[src/hdl/sliding_window_threshold_detector_unit_defines.svh]
// Assertion macros for the sliding window threshold detector.
`ifndef SLIDING_WINDOW_THRESHOLD_DETECTOR_UNIT_DEFINES_SVH
`define SLIDING_WINDOW_THRESHOLD_DETECTOR_UNIT_DEFINES_SVH

`ifndef NO_ASSERTIONS
// checked only out of reset
`define SWTD_ASSERT(name, prop, msg) \
  name: assert property (@(posedge clk) disable iff (!rst_n) prop) else $error(msg);
// checked on every edge, reset included
`define SWTD_ASSERT_ALWAYS(name, prop, msg) \
  name: assert property (@(posedge clk) prop) else $error(msg);
`else
`define SWTD_ASSERT(name, prop, msg)
`define SWTD_ASSERT_ALWAYS(name, prop, msg)
`endif

`endif

[src/hdl/swtd_pkg.sv]
// Types and constants shared by the sliding window threshold detector.
package swtd_pkg;

  localparam int SWTD_MAX_WINDOW        = 1024;
  localparam int SWTD_MAX_CHUNK_SAMPLES = 4096;

  localparam int CFG_DATA_W  = 22;
  localparam int CFG_INDEX_W = 2;

  localparam logic [CFG_INDEX_W-1:0] REG_THRESHOLD         = 2'd0;
  localparam logic [CFG_INDEX_W-1:0] REG_WINDOW_LENGTH     = 2'd1;
  localparam logic [CFG_INDEX_W-1:0] REG_MIN_COUNT         = 2'd2;
  localparam logic [CFG_INDEX_W-1:0] REG_SAMPLES_PER_CHUNK = 2'd3;

  localparam logic [21:0] THRESHOLD_RST         = 22'd0;
  localparam logic [10:0] WINDOW_LENGTH_RST     = 11'd1024;
  localparam logic [10:0] MIN_COUNT_RST         = 11'd1;
  localparam logic [12:0] SAMPLES_PER_CHUNK_RST = 13'd4096;

  // magnitude scale applied before the threshold compare
  localparam logic [23:0] MAG_SCALE = 24'd100;

  typedef struct packed {
    logic signed [15:0] sample;
    logic [11:0]        sample_index;
    logic [15:0]        chunk_index;
  } swtd_in_t;

  typedef struct packed {
    logic [11:0] end_sample;
    logic [15:0] end_chunk;
    logic [11:0] start_sample;
    logic [15:0] start_chunk;
  } swtd_out_t;

endpackage

[src/hdl/sliding_window_threshold_detector_unit.sv]
// Sliding window k-of-n threshold detector: ring memory of pass bits plus counters.
// A result passes through the stage 1 registers and then the out_valid/out_data registers.
// Throughput: one sample per cycle while out_stall does not hold a pending result; the
// pass count update loops on the registered read of the pass bit memory.
// Reset (rst_n, synchronous) clears counters, ring pointer, positions, configuration and valid flags;
// the pass bit memory is not cleared, and its read bit is used only at entries already written.
`include "sliding_window_threshold_detector_unit_defines.svh"

module sliding_window_threshold_detector_unit
  import swtd_pkg::*;
#(
  parameter int MAX_WINDOW        = SWTD_MAX_WINDOW,
  parameter int MAX_CHUNK_SAMPLES = SWTD_MAX_CHUNK_SAMPLES
) (
  input  logic                   clk,
  input  logic                   rst_n,
  input  logic                   in_valid,
  output logic                   in_stall,
  input  swtd_in_t               in_data,
  output logic                   out_valid,
  input  logic                   out_stall,
  output swtd_out_t              out_data,
  input  logic                   cfg_we,
  input  logic [CFG_INDEX_W-1:0] cfg_index,
  input  logic [CFG_DATA_W-1:0]  cfg_data
);

  localparam int AW = $clog2(MAX_WINDOW);
  localparam int FW = $clog2(MAX_WINDOW + 1);
  localparam int CW = $clog2(MAX_CHUNK_SAMPLES);

  // configuration
  logic [21:0] threshold_r;
  logic [10:0] window_length_r;
  logic [10:0] min_count_r;
  logic [12:0] samples_per_chunk_r;

  always_ff @(posedge clk) begin
    if (!rst_n) begin
      threshold_r         <= THRESHOLD_RST;
      window_length_r     <= WINDOW_LENGTH_RST;
      min_count_r         <= MIN_COUNT_RST;
      samples_per_chunk_r <= SAMPLES_PER_CHUNK_RST;
    end else if (cfg_we) begin
      case (cfg_index)
        REG_THRESHOLD:         threshold_r         <= cfg_data[21:0];
        REG_WINDOW_LENGTH:     window_length_r     <= cfg_data[10:0];
        REG_MIN_COUNT:         min_count_r         <= cfg_data[10:0];
        REG_SAMPLES_PER_CHUNK: samples_per_chunk_r <= cfg_data[12:0];
        default: begin
        end
      endcase
    end
  end

  // state
  logic [AW-1:0] wp_r, wp_nxt;
  logic [FW-1:0] fill_count_r, fill_count_nxt;
  logic [FW-1:0] pass_count_r, pass_count_nxt;
  logic [CW-1:0] oldest_sample_r, oldest_sample_nxt;
  logic [15:0]   oldest_chunk_r, oldest_chunk_nxt;

  // stage 1 (memory read data stage)
  logic          s1_valid_r;
  logic          s1_passed_r;
  logic          s1_drop_r;
  logic [11:0]   s1_sample_index_r;
  logic [15:0]   s1_chunk_index_r;
  logic [CW-1:0] s1_old_sample_r;
  logic [15:0]   s1_old_chunk_r;
  logic          rd_bit_r;

  logic          out_valid_r;
  swtd_out_t     out_data_r;

  logic          in_acc;
  logic          s1_adv;

  assign s1_adv   = !out_valid_r || !out_stall;
  assign in_stall = s1_valid_r && !s1_adv;
  assign in_acc   = in_valid && !in_stall;

  // stage 0: threshold compare, ring address, window bookkeeping
  logic [16:0]   mag;
  logic [23:0]   scaled;
  logic          passed;
  logic [31:0]   len32, chunk_len32, fill32, ra32, os32;
  logic          drop;
  logic [AW-1:0] rd_addr;

  always_comb begin
    mag    = in_data.sample[15] ? (17'd0 - {1'b1, in_data.sample})
                                : {1'b0, in_data.sample};
    scaled = 24'(mag) * MAG_SCALE;
    passed = scaled > 24'(threshold_r);

    len32 = 32'(window_length_r);
    if (len32 == 32'd0) len32 = 32'd1;
    else if (len32 > 32'(MAX_WINDOW)) len32 = 32'(MAX_WINDOW);

    chunk_len32 = 32'(samples_per_chunk_r);
    if (chunk_len32 == 32'd0) chunk_len32 = 32'd1;
    else if (chunk_len32 > 32'(MAX_CHUNK_SAMPLES)) chunk_len32 = 32'(MAX_CHUNK_SAMPLES);

    fill32 = 32'(fill_count_r);
    drop   = fill32 >= len32;

    // oldest held entry: (wp - fill) mod MAX_WINDOW
    ra32 = 32'(wp_r) + 32'(MAX_WINDOW) - fill32;
    if (ra32 >= 32'(MAX_WINDOW)) ra32 = ra32 - 32'(MAX_WINDOW);
    rd_addr = ra32[AW-1:0];

    wp_nxt = (32'(wp_r) == 32'(MAX_WINDOW - 1)) ? '0 : wp_r + 1'b1;

    fill_count_nxt    = fill_count_r;
    oldest_sample_nxt = oldest_sample_r;
    oldest_chunk_nxt  = oldest_chunk_r;
    os32 = 32'(oldest_sample_r) + 32'd1;
    if (drop) begin
      if (os32 >= chunk_len32) begin
        oldest_sample_nxt = '0;
        oldest_chunk_nxt  = oldest_chunk_r + 16'd1;
      end else begin
        oldest_sample_nxt = os32[CW-1:0];
      end
    end else begin
      fill_count_nxt = fill_count_r + 1'b1;
    end
  end

  // pass bit ring: read-before-write on the same entry returns the old bit
  logic pass_mem [MAX_WINDOW];

  always_ff @(posedge clk) begin
    if (in_acc) begin
      pass_mem[wp_r] <= passed;
      rd_bit_r       <= pass_mem[rd_addr];
    end
  end

  always_ff @(posedge clk) begin
    if (!rst_n) begin
      wp_r            <= '0;
      fill_count_r    <= '0;
      oldest_sample_r <= '0;
      oldest_chunk_r  <= '0;
      s1_valid_r      <= 1'b0;
    end else begin
      if (in_acc) begin
        wp_r            <= wp_nxt;
        fill_count_r    <= fill_count_nxt;
        oldest_sample_r <= oldest_sample_nxt;
        oldest_chunk_r  <= oldest_chunk_nxt;
        s1_valid_r      <= 1'b1;
      end else if (s1_adv) begin
        s1_valid_r      <= 1'b0;
      end
    end
  end

  always_ff @(posedge clk) begin
    if (in_acc) begin
      s1_passed_r       <= passed;
      s1_drop_r         <= drop;
      s1_sample_index_r <= in_data.sample_index;
      s1_chunk_index_r  <= in_data.chunk_index;
      s1_old_sample_r   <= oldest_sample_nxt;
      s1_old_chunk_r    <= oldest_chunk_nxt;
    end
  end

  // stage 1: pass count update and trigger compare
  logic [31:0] pc32;
  logic        fire;
  logic [31:0] old_sample32;

  always_comb begin
    pc32 = 32'(pass_count_r);
    if (s1_drop_r && rd_bit_r && pc32 != 32'd0) pc32 = pc32 - 32'd1;
    pc32 = pc32 + 32'(s1_passed_r);
    pass_count_nxt = pc32[FW-1:0];
    fire           = pc32 == 32'(min_count_r);
    old_sample32   = 32'(s1_old_sample_r);
  end

  always_ff @(posedge clk) begin
    if (!rst_n) begin
      pass_count_r <= '0;
      out_valid_r  <= 1'b0;
    end else begin
      if (s1_valid_r && s1_adv) begin
        pass_count_r <= pass_count_nxt;
        out_valid_r  <= fire;
      end else if (out_valid_r && !out_stall) begin
        out_valid_r  <= 1'b0;
      end
    end
  end

  always_ff @(posedge clk) begin
    if (s1_valid_r && s1_adv) begin
      out_data_r.end_sample   <= s1_sample_index_r;
      out_data_r.end_chunk    <= s1_chunk_index_r;
      out_data_r.start_sample <= old_sample32[11:0];
      out_data_r.start_chunk  <= s1_old_chunk_r;
    end
  end

  assign out_valid = out_valid_r;
  assign out_data  = out_data_r;

  `SWTD_ASSERT(a_stall_cause, in_stall |-> (s1_valid_r && out_valid_r && out_stall), "input stalled without a blocked result")
  `SWTD_ASSERT(a_pass_le_fill, pass_count_r <= fill_count_r, "pass count exceeds window fill")
  `SWTD_ASSERT(a_out_from_s1, $rose(out_valid_r) |-> $past(s1_valid_r), "result without a sample in stage 1")
  `SWTD_ASSERT(a_oldest_range, 32'(oldest_sample_r) < 32'(MAX_CHUNK_SAMPLES), "oldest sample position out of range")

endmodule

[config.mk]
export PLATFORM = sky130hd
export DESIGN_NAME = sliding_window_threshold_detector_unit
export DESIGN_NICKNAME = d
export VERILOG_FILES = /design/src/hdl/swtd_pkg.sv /design/src/hdl/sliding_window_threshold_detector_unit.sv
export VERILOG_INCLUDE_DIRS = /design/src /design/src/hdl
export SDC_FILE = /design/constraint.sdc
export NUM_CORES = 2
export LEC_CHECK = 0
export BUFFER_PORTS_ARGS = -buffer_cell sky130_fd_sc_hd__buf_2
export CORE_AREA = 2 2 402 324
export CTS_CLUSTER_SIZE = 40
export DETAILED_ROUTE_END_ITERATION = 8
export DIE_AREA = 0 0 404 326
export GPL_ROUTABILITY_DRIVEN = 0
export GPL_TIMING_DRIVEN = 1
export MAX_ROUTING_LAYER = met4
export PLACE_DENSITY_LB_ADDON = 0.12
export SLEW_MARGIN = 20
export SYNTH_ARGS = -nofsm -noshare
export SYNTH_HDL_FRONTEND = slang
export SYNTH_SLANG_ARGS = --single-unit
[constraint.sdc]
create_clock -name clk -period 59.4 [get_ports clk]
set_input_delay 11.88 -clock clk [delete_from_list [all_inputs] [get_ports clk]]
set_output_delay 11.88 -clock clk [all_outputs]
set_load 0.02 [all_outputs]
==> impl_summary.md <==
Timing
The total negative slack is 0 ns. Derived from the worst setup path, the maximum achievable clock frequency is 40.92 MHz. At the pin with the least slew margin, the transition time is 1.192 ns. Measured against its own limit, the worst slew margin works out to 20.23%. The worst slack on hold paths is 0.4132 ns. Setup repair after global routing left no endpoint under its margin. The number of max-slew violations in the final report is 0. The clock period minus final worst setup slack is 24.44 ns. The setup-violating endpoint count in the final report is 0.

The worst path setup slack after routing is 34.96 ns. The number of endpoints with negative hold slack in the final report was 0. The clock arrives with 0.05334 ns of skew.

The final critical-path share of the clock period is 41.15%.

Die
After floorplanning, the core was divided into 118 placement rows. The floorplan step defined a die boundary enclosing 0.1317 mm^2. The effective utilization at floorplan is 44.66%. In this run the count of I/O pins placed on the die edge is 131. The region available for standard cell placement spans 0.1282 mm^2. In this run the vertical extent of the chip is 326 um.

The width of the chip is 404 um.

Critical path
For the worst setup path, the data arrival time is 12.56 ns. At the worst endpoint, the required time is 47.52 ns. The worst reg2reg path startpoint is wp_r[0]. The classification of the worst setup path is in -> out. In this run the worst setup path terminates at in_stall. In this run the critical register-to-register path is captured at rd_bit_r. Measured in cells, the most critical reg-to-reg path has a length of 14. The largest single stage delay on the critical path is 0.24 ns.

The slowest stage of the critical path belongs to the cell nand3_1. Setup slack on the worst reg-to-reg path comes out at 52.81 ns. The worst setup path is launched from an input port. The type of element capturing the critical path is an output port. The critical path goes through buf_2 -> nand3_1 -> inv_1 -> buf_2. Of all nets on the critical path, the largest fanout is 6.

The cell that appears most often on the critical path is buf_2. The critical path launch point is out_stall.

Logic synthesis
After technology mapping, the gate count stands at 4155. The largest total area in the synthesized netlist belongs to edfxtp_1. Dividing the synthesized area by the synthesized cell count gives 13.78 um^2. The synthesized netlist occupies a cell area of 0.05724 mm^2. The total number of yosys warnings is 0. Counting flops with a built-in enable in the synthesized netlist gives 1139. In the post-synthesis netlist, the cell with the most instances is edfxtp_1. Among all flip-flop cells after synthesis, the most frequent one is edfxtp_1.

The post-synthesis async set-or-reset flop share is 0%. In the post-synthesis netlist, the biggest area contributors are edfxtp_1 (60%), mux4_2 (13%), nor2_1 (6.9%), dfxtp_1 (4.2%), ha_1 (2.7%). The synthesized design contains 1258 register bits.

Sorting the synthesized cells by how often they occur yields edfxtp_1 (1139), nor2_1 (1052), mux4_2 (320). The sequential cell area fraction in the yosys report is 63.92%. The synthesized netlist contains 66 unique library cells. The area share of the largest cell type after synthesis is 59.76%.

Pwr
The overall power after layout is 2352 uW. VDD sags by at most 34.55 uV. The switching share of power is 27.05%. The share of power burned in the clock network is 34.7%. For this design the ratio of total power to cell area is 36.95 mW/mm^2. The fraction of power consumed by combinational cells is 18.7%. The power spent charging and discharging nets is 636.2 uW. The internal portion of the total power is 1715 uW. Registers are responsible for 46.6% of the overall power. The leakage power is 0.02021 uW.

Routing
For this run, the detailed router's first-pass iteration total came to 5. The routed via count divided by cell count is 5.786. The total via count in the routed design is 34400. Dividing the detail-routed wire length by the instance count gives 25.41 um. The initial DRC count is 3765.

The number of remaining DRC errors is 0. For this block, the routed nets add up to 151100 um of wire. The remaining antenna violation count is 0.

Clocking
The clock passes through at most 3 buffers. The count of instances resized after the clock tree is built is 0. After clock tree synthesis, the clock-pin slew on the worst setup and hold paths is 0.06 ns.

The number of clock buffers inserted by TritonCTS is 132. After clock tree synthesis, the setup repair step added 0 buffers. The clock network latency to the later pin of the worst-skew pair is 0.78 ns. Buffers inserted to repair hold after CTS numbered 0. The H-tree was split into 4 levels. The sink count of the clock tree is 1258. TritonCTS built the clock tree. The tree is rooted in a clkbuf_16.

Global route
The aggregate global-route resource usage is 23.79%. Summed over all layers, the global routing overflow is 0. The via count of the first global-routing pass is 33710. Entering global routing, the biggest net connects 275 pins. The initial antenna violation count was 3. The global-route wire length before repair is 224200 um.

Cells and area
The area growth from synthesis to layout is 11.19%. The post-route netlist has 18.46% of its cells at a drive strength greater than 1. The design area is 0.06364 mm^2. The final net count is 4376.

Placed design
The placed cell area is 0.05938 mm^2. The setup slack after placement is 34.96 ns. The quantity of I/O buffers inserted on ports is 130. The wire-length estimate of the detail-placed layout is 80250 um.

Hold path
The path class of the lowest-slack min-delay path is reg -> reg.

Status
The flow ran to the end, and the final reports show no timing, DRC or antenna violations.

Flow run
The max-capacitance violation count is 0.
==> stage by stage <==
step	instances	util [%]
floorplan	4160	-
global placement	5712	46.33
detailed placement	5712	46.33
CTS	5944	49.61
global route	5945	49.66
finish	5945	49.66
==> cells by family (layout without fill, tap and decap cells) <==
kind of cell / Yosys count / after routing / share of synthesized area (%)
simple gates: 1586 / 1586 / 11.49
compound gates: 276 / 276 / 3.397
other cells: 2 / 8 / 0.01312
flops: 1258 / 1258 / 63.92
mux: 348 / 348 / 13.10
buf+inv: 433 / 537 / 3.159
xor+xnor: 115 / 115 / 1.773
fa+ha+maj: 137 / 137 / 3.152
==> cell usage in the layout, fill, tap and decap left out, types with 10 or more instances in the layout <==
| cell | count |
|---|---|
| edfxtp_1 | 1139 |
| nor2_1 | 1051 |
| mux4_2 | 320 |
| nand2_1 | 220 |
| clkbuf_16 | 134 |
| buf_2 | 129 |
| ha_1 | 124 |
| dfxtp_1 | 119 |
| inv_1 | 101 |
| xnor2_1 | 90 |
| a21boi_0 | 68 |
| buf_4 | 68 |
| nand2_2 | 51 |
| o21ai_0 | 48 |
| and3_1 | 44 |
| nand3_1 | 41 |
| a21oi_1 | 37 |
| clkbuf_1 | 33 |
| nor2b_1 | 30 |
| and2_1 | 26 |
| xor2_1 | 24 |
| nor3_1 | 23 |
| mux2i_1 | 21 |
| nand2b_1 | 20 |
| clkinv_1 | 19 |
| a22o_1 | 18 |
| a21o_1 | 15 |
| or3_1 | 15 |
| a221oi_1 | 13 |
| o31ai_1 | 12 |
| clkinv_2 | 12 |
| nand4_1 | 11 |
| nor4_1 | 11 |
| fa_1 | 11 |
| o21a_1 | 10 |
==> critical path: cells and delay by family <==
kind                   cells  cell delay, ns
buffers and inverters      3            0.44
AND/OR/NAND/NOR            1            0.24
==> final cells by class <==
type                            count  area (um^2)
Clock inverter                     61        670.6
Antenna cell                        1        2.502
Inverter                          103        386.6
Multi-Input combinational cell   2469        19110
Clock buffer                      171         3532
Timing Repair Buffer              202         1247
Fill cell                       11210        64510
Tap cell                         1680         2102
Sequential cell                  1258        36590
==> metal layers <==
layer / up-vias / part of all wire, % / track usage (%)
met5: - / 0 / -
met4: 0 / 1.6 / 4.818
met3: 176 / 7.3 / 4.021
met2: 1148 / 45 / 34.75
met1: 17960 / 46 / 35.23
li1: 15120 / - / -
==> worst min-delay path by stage <==
stage,cells past startpoint,startpoint,end
floorplan,0,s1_old_chunk_r[0],out_data[0]
global placement,0,s1_chunk_index_r[3],out_data[31]
detailed placement,0,s1_old_chunk_r[11],out_data[11]
CTS,0,s1_chunk_index_r[10],out_data[38]
global route,0,s1_chunk_index_r[10],out_data[38]
finish,0,s1_chunk_index_r[10],out_data[38]
==> sequential cells by signal (all words and copies together) (netlist names), 12 cells and up <==
name	count
oldest_chunk_r	16
threshold_r	22
out_data	56
s1_old_sample_r	12
s1_chunk_index_r	16
samples_per_chunk_r	13
pass_mem	1024
s1_sample_index_r	12
s1_old_chunk_r	16
oldest_sample_r	12
==> power groups by stage <==
stage	combinational, uW	sequential, uW	clock (uW)
floorplan	306	1350	0
global placement	443	1110	0
detailed placement	445	1110	0
CTS	446	1090	834
global route	486	1100	869
finish	440	1100	816
Note: power is estimated with default switching activity, not from simulation.
